$ cat src/hw/rtl/bale_pkg.sv
package bale_pkg;

	// Field widths of the command and response words
	localparam int MODE_W   = 3;
	localparam int POS_W    = 6;
	localparam int WORD_W   = 32;
	localparam int STAT_W   = 3;
	localparam int CNT_W    = 7;

	// Store depth default and capacity register reset value
	localparam int STORE_DEPTH_DEF = 64;
	localparam logic [CNT_W-1:0] CAP_RESET = 7'd64;

	typedef enum logic [MODE_W-1:0] {
		MODE_APPEND = 3'd0,
		MODE_INSERT = 3'd1,
		MODE_EDIT   = 3'd2,
		MODE_DELETE = 3'd3,
		MODE_READ   = 3'd4,
		MODE_FIND   = 3'd5
	} bale_mode_t;

	typedef enum logic [STAT_W-1:0] {
		STAT_OK        = 3'd0,
		STAT_FULL      = 3'd1,
		STAT_EMPTY     = 3'd2,
		STAT_BAD_POS   = 3'd3,
		STAT_NOT_FOUND = 3'd4
	} bale_status_t;

	typedef enum logic [1:0] {
		ST_IDLE,
		ST_EXEC,
		ST_SCAN
	} bale_state_t;

	// What a cell does with its word in the current cycle
	typedef enum logic [1:0] {
		CELL_HOLD,
		CELL_LOAD,
		CELL_FROM_LOWER,
		CELL_FROM_UPPER
	} bale_cell_sel_t;

	typedef struct packed {
		bale_cell_sel_t sel;
		logic           cmp;
	} bale_cell_ctrl_t;

	typedef struct packed {
		logic [MODE_W-1:0]        mode;
		logic [POS_W-1:0]         position;
		logic signed [WORD_W-1:0] value;
	} bale_cmd_t;

	typedef struct packed {
		logic [STAT_W-1:0]        status;
		logic signed [WORD_W-1:0] read_value;
		logic [POS_W-1:0]         found_position;
		logic [CNT_W-1:0]         entry_count;
		logic                     is_empty;
		logic                     is_full;
	} bale_rsp_t;

endpackage

$ cat src/hw/rtl/bale_cell.sv
module bale_cell (
	input  logic                                  clk,
	input  bale_pkg::bale_cell_ctrl_t             ctrl,
	input  logic signed [bale_pkg::WORD_W-1:0]    value,
	input  logic signed [bale_pkg::WORD_W-1:0]    lower_word,
	input  logic signed [bale_pkg::WORD_W-1:0]    upper_word,
	output logic signed [bale_pkg::WORD_W-1:0]    word,
	output logic                                  hit
);

	logic signed [bale_pkg::WORD_W-1:0] word_q;
	logic                               hit_q;

	// Hold, load, or take the word of a neighbor
	always_ff @(posedge clk) begin
		unique case (ctrl.sel)
			bale_pkg::CELL_HOLD:       word_q <= word_q;
			bale_pkg::CELL_LOAD:       word_q <= value;
			bale_pkg::CELL_FROM_LOWER: word_q <= lower_word;
			bale_pkg::CELL_FROM_UPPER: word_q <= upper_word;
			default:                   word_q <= word_q;
		endcase
	end

	// Compare the stored word against the search key
	always_ff @(posedge clk) begin
		hit_q <= ctrl.cmp && (word_q == value);
	end

	assign word = word_q;
	assign hit  = hit_q;

endmodule

$ cat config.mk
export PLATFORM = sky130hd
export DESIGN_NAME = bale_cell
export DESIGN_NICKNAME = d
export VERILOG_FILES = /design/src/hw/rtl/bale_pkg.sv /design/src/hw/rtl/bale_cell.sv
export SDC_FILE = /design/constraint.sdc
export NUM_CORES = 1
export LEC_CHECK = 0
export ABC_AREA = 1
export BUFFER_PORTS_ARGS = -buffer_cell sky130_fd_sc_hd__buf_2
export CAP_MARGIN = 20
export CORE_ASPECT_RATIO = 1.75
export CORE_MARGIN = 2
export CORE_UTILIZATION = 47
export DETAILED_ROUTE_END_ITERATION = 6
export PLACE_DENSITY = 0.83
export SLEW_MARGIN = 20
export SYNTH_ARGS = -nofsm -noshare
export SYNTH_HDL_FRONTEND = slang
export SYNTH_SLANG_ARGS = --single-unit
$ cat constraint.sdc
create_clock -name clk -period 2.1 [get_ports clk]
set_input_delay 0.42 -clock clk [delete_from_list [all_inputs] [get_ports clk]]
set_output_delay 0.42 -clock clk [all_outputs]
set_load 0.01 [all_outputs]
==> run_results.csv, run 1 <==
group,metric,value,unit
critical_path,cp.buffers_inverters,3,
sta,max_slew_margin,47.1,%
outcome,outcome,"completed",
critical_path,critical_path_class,"input port to flop",
sta,timing.fmax,754,MHz
pwr,max-vdd-ir-drop,0.526,mV
critical_path,path_cells,"buf_2, buf_4, inv_4, nor2_8, nand2_1, o211ai_1",
critical_path,crit_required,2210,ps
min_path,worst_hold_path_type,"input port to flop",
sta,fin_worst_skew,5.13,ps
place,gp_congestion,0.924,
global_route,grt_pass1_vias,2336,
detailed_routing,drcViolationCount,0,
logic_synthesis,syn_nets,397,
floorplan,dieWidth,56.0,um
logic_synthesis,synth_top_area_share,43.1,%
sta,worstMarginPinSlew,793,ps
floorplan,initial_utilization,48.2,%
place,portBuffers,132,
sta,whs,416,ps
sta,period_share,63.2,%
clock_network,cts_tree,"yes",
floorplan,die_h,95.1,um
cells_and_area,drive_above_1_share,34.3,%
logic_synthesis,synthCells,297,
detailed_routing,drt-total-wl,6450,um
logic_synthesis,synth_seq_cells,33,
critical_path,cp_slowest_stage_delay,370,ps
logic_synthesis,seq_area_frac_synth,44.0,%
global_route,grt_antenna_before_repair,0,
floorplan,core,4620,um2
sta,min_period,1330,ps
pwr,clkPwrFrac,25.4,%
clock_network,cts_sinks,33,
logic_synthesis,yosysUniqueCellTypes,17,
clock_network,cts_setup_buffers,0,
critical_path,critPathMaxFanout,32,
global_route,overflow,0,
critical_path,cp_slowest_cell,"nor2_8",
pwr,finalPower,1.82,mW
sta,hold_viol,0,
pwr,p_per_area,614,nW/um2
detailed_routing,antenna_left,0,
clock_network,cts_resized,0,
clock_network,insertion_delay,280,ps
critical_path,cp_top_family,"simple AND/OR/NAND/NOR gates",
cells_and_area,area_delta_synth_final,33.0,%
cells_and_area,fin_nets,525,
clock_network,htreeDepth,2,
clock_network,clkTransAtPathRegs,80,ps
clock_network,clockRootBuffer,"clkbuf_8",
critical_path,critPathArrivalTime,1440,ps
logic_synthesis,synth_area_leaders,"edfxtp_1 (43%), nand2_1 (18%), nand3_1 (11%)",
critical_path,startpoint_type,"input port",
place,dpl.hpwl,5050,um
sta,drv_slew,0,
pwr,swShare,30.9,%
sta,finalSetupViolCount,0,
global_route,grt_pass1_wl,10100,um
pwr,p_sw,0.563,mW
detailed_routing,vias,2429,
floorplan,ios,133,
detailed_routing,drt_iter0_drc,88,
pwr,p_leak,1.55,nW
floorplan,dieArea,5330,um2
pwr,internal_power,1.26,mW
floorplan,std_cell_rows,33,
detailed_routing,avgViaCountPerCell,5.08,
logic_synthesis,synth_largest_area_cell,"edfxtp_1",
clock_network,cts_hold_buf,0,
global_route,grtUsageTotal,24.1,%
detailed_routing,dr.pass1.iters,4,
job,maxCapViolations,0,
logic_synthesis,syn_area_per_cell,7.50,um2
logic_synthesis,yosys_warnings,0,
critical_path,end_kind,"flop",
cells_and_area,final_util,64.1,%
sta,fin_tns_setup,0,ps
global_route,grt_start_max_net_pins,40,
cells_and_area,antenna_cells,0,
sta,rsz0062_at_grt,"no",
pwr,seq_power_share,47.9,%
detailed_routing,wl_per_cell,13.5,um
clock_network,cts_made_buffers,5,
logic_synthesis,synth_area,2230,um2
pwr,p_comb_share,26.7,%
clock_network,ctsLongestPathBuffers,2,
-- kinds of logic after synthesis --
kind of cell | Yosys count | share of synthesized area (%)
flops | 33 | 44.0
simple gates | 176 | 33.5
buf+inv | 54 | 11.1
xor+xnor | 9 | 3.54
compound gates | 25 | 7.86
-- metrics by stage --
step / setup WS [ps] / std cells / instance area (um2)
2_1_floorplan: 686 / 297 / 2230
3_3_place_gp: 555 / 470 / 2880
3_5_place_dp: 495 / 470 / 2880
4_1_cts: 788 / 478 / 2960
5_1_grt: 630 / 478 / 2960
6_report: 773 / 478 / 2960
-- synthesized netlist by cell type, drive strengths merged --
cell type / count
buf: 14
nand3: 49
nand2: 106
xnor2: 8
nor2: 18
xor2: 1
dfxtp: 1
edfxtp: 32
inv: 40
o211ai: 20
o21ai: 5
or2: 3
-- path summary, 6_finish.rpt --
check        depth (start not counted)            from  endpoint  slack [ps]
min                                  3  lower_word[13]  word[13]         420
max reg2reg                          7         word[9]       hit        1000
max                                  6         ctrl[2]   word[4]         770
min reg2reg                          5        word[16]       hit         700
-- sequential cells by signal, summed over array words and instances (netlist names) --
| name | count |
|---|---|
| hit | 1 |
| word | 32 |
-- area by class of cell --
class	instances	area, um2
Multi-Input combinational cell	210	1000
Timing Repair Buffer	135	683
Fill cell	453	1660
Clock inverter	3	12.5
Clock buffer	5	68.8
Tap cell	52	65.1
Inverter	40	153
Sequential cell	33	981
-- metal layers --
metal,share of wire [%],GRT usage (%),up-vias
met2,55,47.5,95
li1,-,-,1224
met3,5.9,3.66,19
met5,0,0,-
met1,36,24.6,1091
met4,3.1,10.3,0
-- cells in the final DEF (no fill, tap or decap) --
cell      instances
clkinv_2          1
inv_4             1
xor2_1            1
nor2_8            1
nand3_1          49
inv_1            39
buf_4             3
dfxtp_1           1
o211ai_1         20
clkinv_1          2
o21ai_1           1
buf_2           132
clkbuf_8          5
xnor2_1           8
nor2_1           17
edfxtp_1         32
o21ai_0           4
or2_2             3
nand2_1         106
-- power groups by stage --
stage,Sequential [mW],Clock [mW],Combinational (mW)
2_1_floorplan,0.915,0,0.231
3_3_place_gp,0.882,0,0.478
3_5_place_dp,0.885,0,0.487
4_1_cts,0.872,0.466,0.489
5_1_grt,0.883,0.492,0.544
6_report,0.872,0.463,0.485
-- worst register-to-register path, delay by kind of cell, from the launching register on --
kind | cells | cell delay (ps)
AO/OA/AOI/OAI | 1 | 90
flip-flops | 1 | 420
AND/OR/NAND/NOR | 6 | 530
Power figures use the tool's default switching activity.
==> inputs of run 2 (changes only) <==
- CORE_UTILIZATION: 47 -> 44
- PLACE_DENSITY: 0.83 -> 0.78
- clock period: 2.1 -> 1.3 ns (I/O delays scaled with it)
==> run_results.csv, run 2 (synthesis results as in run 1) <==
group,metric,value,unit
outcome,outcome,"completed",
sta,min_period,1140,ps
cells_and_area,post-route-cell-area,3010,um2
critical_path,cp_slowest_cell,"edfxtp_1",
global_route,grt_pass1_vias,2392,
global_route,grt_antenna_before_repair,0,
place,portBuffers,132,
detailed_routing,drcViolationCount,0,
sta,period_share,87.7,%
sta,fin_worst_skew,5.75,ps
critical_path,crit_required,1040,ps
cells_and_area,n_fill_cell,483,
floorplan,dieArea,5670,um2
place,gp_congestion,0.868,
global_route,grt_use_met1,23.3,%
clock_network,cts_tree,"yes",
clock_network,htreeDepth,2,
sta,rsz0062_at_grt,"no",
critical_path,rr_worst_depth,5,
cells_and_area,final_util,60.9,%
critical_path,cp_slowest_stage_delay,430,ps
floorplan,std_cell_rows,34,
global_route,grt_busiest_layer,"met2",
sta,fin_tns_setup,0,ps
sta,hold_viol,0,
critical_path,cp.buffers_inverters,1,
sta,finalSetupViolCount,0,
detailed_routing,drt_iter0_drc,77,
cells_and_area,area_delta_synth_final,35.0,%
pwr,p_leak,1.57,nW
floorplan,initial_utilization,45.1,%
detailed_routing,antenna_left,0,
sta,timing.fmax,877,MHz
critical_path,critPathArrivalTime,880,ps
place,dpl.hpwl,5000,um
pwr,p_per_area,1000,nW/um2
min_path,hold_path_startpoint,"lower_word[17]",
critical_path,critPathMaxFanout,3,
global_route,grtUsageMet2,41.9,%
global_route,grtUsageTotal,23.2,%
min_path,hold_end,"word[17]",
cells_and_area,antenna_cells,0,
detailed_routing,avgViaCountPerCell,5.03,
clock_network,clkTransAtPathRegs,70,ps
min_path,worst_hold_path_type,"input port to flop",
floorplan,dieWidth,57.8,um
floorplan,core,4930,um2
detailed_routing,wl_per_cell,13.4,um
clock_network,cts_setup_buffers,0,
detailed_routing,drt-total-wl,6440,um
job,maxCapViolations,0,
clock_network,cts_made_buffers,5,
sta,drv_slew,0,
global_route,grt_pass1_wl,10200,um
critical_path,r2r_end,"hit",
detailed_routing,vias,2418,
pwr,max-vdd-ir-drop,0.858,mV
clock_network,ctsLongestPathBuffers,2,
critical_path,crit_start,"word[15]",
clock_network,clockRootBuffer,"clkbuf_8",
cells_and_area,fin_nets,526,
global_route,grt_start_max_net_pins,52,
critical_path,cp_top_family,"flip-flops",
sta,max_slew_margin,70.9,%
place,placed_area,2920,um2
clock_network,cts_resized,0,
global_route,overflow,0,
cells_and_area,largest_reg_flops,32,
critical_path,reg2reg_slack,220,ps
floorplan,die_h,98.1,um
floorplan,ios,133,
critical_path,critical_path_class,"flop to output port",
critical_path,path_cells,"buf_2",
place,place_inst,473,
critical_path,r2r_start,"word[21]",
detailed_routing,dr.pass1.iters,4,
cells_and_area,drive_above_1_share,34.4,%
critical_path,startpoint_type,"flop",
cells_and_area,finalNonFillerCells,481,
min_path,hold_depth,3,
cells_and_area,final_common_cell,"buf_2",
clock_network,insertion_delay,280,ps
clock_network,cts_hold_buf,0,
global_route,grt.met3_usage,6.49,%
critical_path,end_kind,"output port",
cells_and_area,final_cell_mix,"buf_2 (132), nand2_1 (106), nand3_1 (49), inv_1 (39), edfxtp_1 (32)",
pwr,finalPower,3.01,mW
sta,worstMarginPinSlew,436,ps
clock_network,cts_sinks,33,
## run 2: worst min-delay path, cell delays in order
cell and delay [ps]:
buf_2 70, nand2_1 40, nand3_1 50
## run 2: worst max-delay path by stage
stage                     to  slack (ps)  cells after the start
global route             hit          50                      8
floorplan            word[0]          50                      2
finish              word[15]         160                      1
global placement    word[23]          60                      5
detailed placement  word[31]          30                      5
CTS                 word[15]         150                      1
## run 2: power breakdown
part	leakage [nW]	switching, mW	internal, mW
Clock	0.0455	0.375	0.432
Sequential	0.338	0.0857	1.32
Combinational	1.18	0.433	0.362
Total	1.57	0.893	2.11
## run 2: cell type report
type	instances	area [um2]	share of cell area, %
multi-input cells	210	1000	33.3
repair buffers	136	716	23.8
well taps	54	67.6	2.25
clock buffers	8	90.1	3.00
inverters	40	153	5.08
flip-flops and latches	33	981	32.6
## run 2: metrics by stage
stage,hold WS [ps],setup slack (ps)
4_1_cts,246,151
5_1_grt,247,46.0
2_1_floorplan,450,45.9
3_3_place_gp,534,61.8
6_report,252,160
3_5_place_dp,540,28.2
## run 2: per-layer routing
metal | routed length (um) | vias to the layer above
met1 | 2220 | 1063
met2 | 3430 | 109
li1 | - | 1222
met3 | 509 | 24
met5 | 0 | -
met4 | 284 | 0
==> inputs of run 3 (changes only) <==
- CELL_PAD_IN_SITES_DETAIL_PLACEMENT: unset -> 1
- CELL_PAD_IN_SITES_GLOBAL_PLACEMENT: unset -> 2
- CORE_UTILIZATION: 44 -> 22
- PLACE_DENSITY: 0.78 -> 0.77
- SLEW_MARGIN: 20 -> unset
==> run_results.csv, run 3 (synthesis results as in run 1) <==
group,metric,value,unit
outcome,outcome,"completed",
floorplan,initial_utilization,22.6,%
pwr,p_sw,1.05,mW
cells_and_area,final_cell_mix,"buf_2 (132), nand2_1 (106), nand3_1 (49), inv_1 (39), edfxtp_1 (32)",
critical_path,critPathMaxFanout,3,
critical_path,crit_required,1040,ps
floorplan,std_cell_rows,48,
clock_network,clockRootBuffer,"clkbuf_16",
cells_and_area,final_util,32.1,%
sta,fin_tns_setup,0,ps
critical_path,cp_top_family,"flip-flops",
pwr,clkPwrFrac,34.6,%
critical_path,critPathArrivalTime,890,ps
sta,finalSetupViolCount,0,
pwr,p_leak,1.61,nW
critical_path,r2r_end,"hit",
clock_network,cts_resized,0,
critical_path,cp_slowest_stage_delay,430,ps
cells_and_area,largest_reg_flops,32,
sta,max_slew_margin,66.1,%
place,gp_congestion,0.726,
pwr,swShare,30.4,%
floorplan,die_h,137,um
critical_path,path_cells,"buf_2",
clock_network,cts_tree,"yes",
floorplan,dieArea,11000,um2
clock_network,cts_hold_buf,0,
sta,rsz0062_at_grt,"no",
sta,hold_viol,0,
cells_and_area,fin_nets,530,
clock_network,clkTransAtPathRegs,60,ps
global_route,grt_start_max_net_pins,33,
sta,drv_slew,0,
clock_network,cts_made_buffers,5,
critical_path,rr_worst_depth,7,
clock_network,cts_setup_buffers,0,
clock_network,ctsLongestPathBuffers,2,
pwr,max-vdd-ir-drop,0.476,mV
min_path,hold_end,"word[12]",
cells_and_area,drive_above_1_share,35.3,%
pwr,seq_power_share,41.0,%
place,place_inst,548,
critical_path,critical_path_class,"flop to output port",
global_route,overflow,0,
min_path,hold_path_startpoint,"lower_word[12]",
detailed_routing,wl_per_cell,15.7,um
global_route,grtUsageTotal,16.1,%
pwr,internal_power,2.39,mW
min_path,hold_depth,3,
critical_path,startpoint_type,"flop",
critical_path,cp_slowest_cell,"edfxtp_1",
detailed_routing,drcViolationCount,0,
pwr,p_per_area,1090,nW/um2
sta,period_share,88.1,%
detailed_routing,avgViaCountPerCell,4.43,
detailed_routing,dr.pass1.iters,4,
min_path,worst_hold_path_type,"input port to flop",
critical_path,end_kind,"output port",
floorplan,core,9850,um2
floorplan,ios,133,
global_route,grt_antenna_before_repair,0,
critical_path,r2r_start,"word[29]",
cells_and_area,final_common_cell,"buf_2",
place,portBuffers,132,
detailed_routing,drt_iter0_drc,72,
detailed_routing,vias,2464,
cells_and_area,area_delta_synth_final,42.0,%
sta,worstMarginPinSlew,509,ps
pwr,finalPower,3.44,mW
detailed_routing,antenna_left,0,
pwr,p_comb_share,24.4,%
job,maxCapViolations,0,
sta,timing.fmax,873,MHz
cells_and_area,finalNonFillerCells,556,
detailed_routing,drt-total-wl,8740,um
critical_path,reg2reg_slack,170,ps
clock_network,insertion_delay,290,ps
critical_path,cp.buffers_inverters,1,
floorplan,dieWidth,80.1,um
sta,min_period,1150,ps
clock_network,cts_sinks,33,
global_route,grt_pass1_wl,13100,um
cells_and_area,antenna_cells,0,
clock_network,htreeDepth,2,
sta,fin_worst_skew,3.28,ps
global_route,grt_pass1_vias,2643,
place,dpl.hpwl,7010,um
## run 3: cell types whose count changed in the layout (fill, tap and decap cells not counted)
cell       change
clkbuf_1       -1
buf_12         -1
clkinv_2       +2
clkbuf_16      +5
buf_4          +5
clkbuf_8       -6
## run 3: final cells by class
| type | count | area [um2] |
|---|---|---|
| well taps | 125 | 156 |
| flip-flops and latches | 33 | 981 |
| repair buffers | 140 | 733 |
| fillers | 1292 | 6690 |
| clock buffers | 6 | 129 |
| multi-input cells | 210 | 1000 |
| inverters | 40 | 153 |
| clock inverters | 2 | 10.0 |
## run 3: how the worst max path moves through the flow
stage | from | to | slack, ps | depth (start not counted)
after detailed placement | ctrl[2] | word[21] | 40 | 5
after global placement | ctrl[2] | word[6] | 60 | 5
after global routing | word[22] | hit | 30 | 7
after CTS | word[6] | hit | 100 | 7
final | word[25] | word[25] | 150 | 1
after floorplan | ctrl[2] | word[0] | 50 | 2
## run 3: metal layers
| metal | routed length [um] | share of wire [%] | GRT usage [%] |
|---|---|---|---|
| met1 | 2970 | 34 | 15.2 |
| met5 | 0 | 0 | 0 |
| met3 | 411 | 4.7 | 2.57 |
| met4 | 152 | 1.7 | 6.21 |
| met2 | 5200 | 60 | 32.8 |
## run 3: worst reg2reg max path, stage by stage (launching register included)
cell and delay, ps:
edfxtp_1 410, nand2_1 120, o21ai_0 90, nor2_1 90, nand2_1 70, nor2_1 110
nand3_1 90, nor2_1 90
## run 3: metrics by stage
stage | area, um2 | hold WS, ps | setup slack, ps
floorplan | 2230 | 450 | 45.9
global placement | 3020 | 537 | 63.0
detailed placement | 3020 | 545 | 37.7
CTS | 3160 | 249 | 101
global route | 3160 | 261 | 26.4
finish | 3160 | 251 | 155
## run 3: power groups by stage
stage,sequential (mW),combinational [mW],clock [mW]
4_1_cts,1.41,0.859,1.21
3_5_place_dp,1.43,0.856,0
6_report,1.41,0.840,1.19
3_3_place_gp,1.43,0.842,0
5_1_grt,1.43,0.941,1.26
2_1_floorplan,1.48,0.373,0
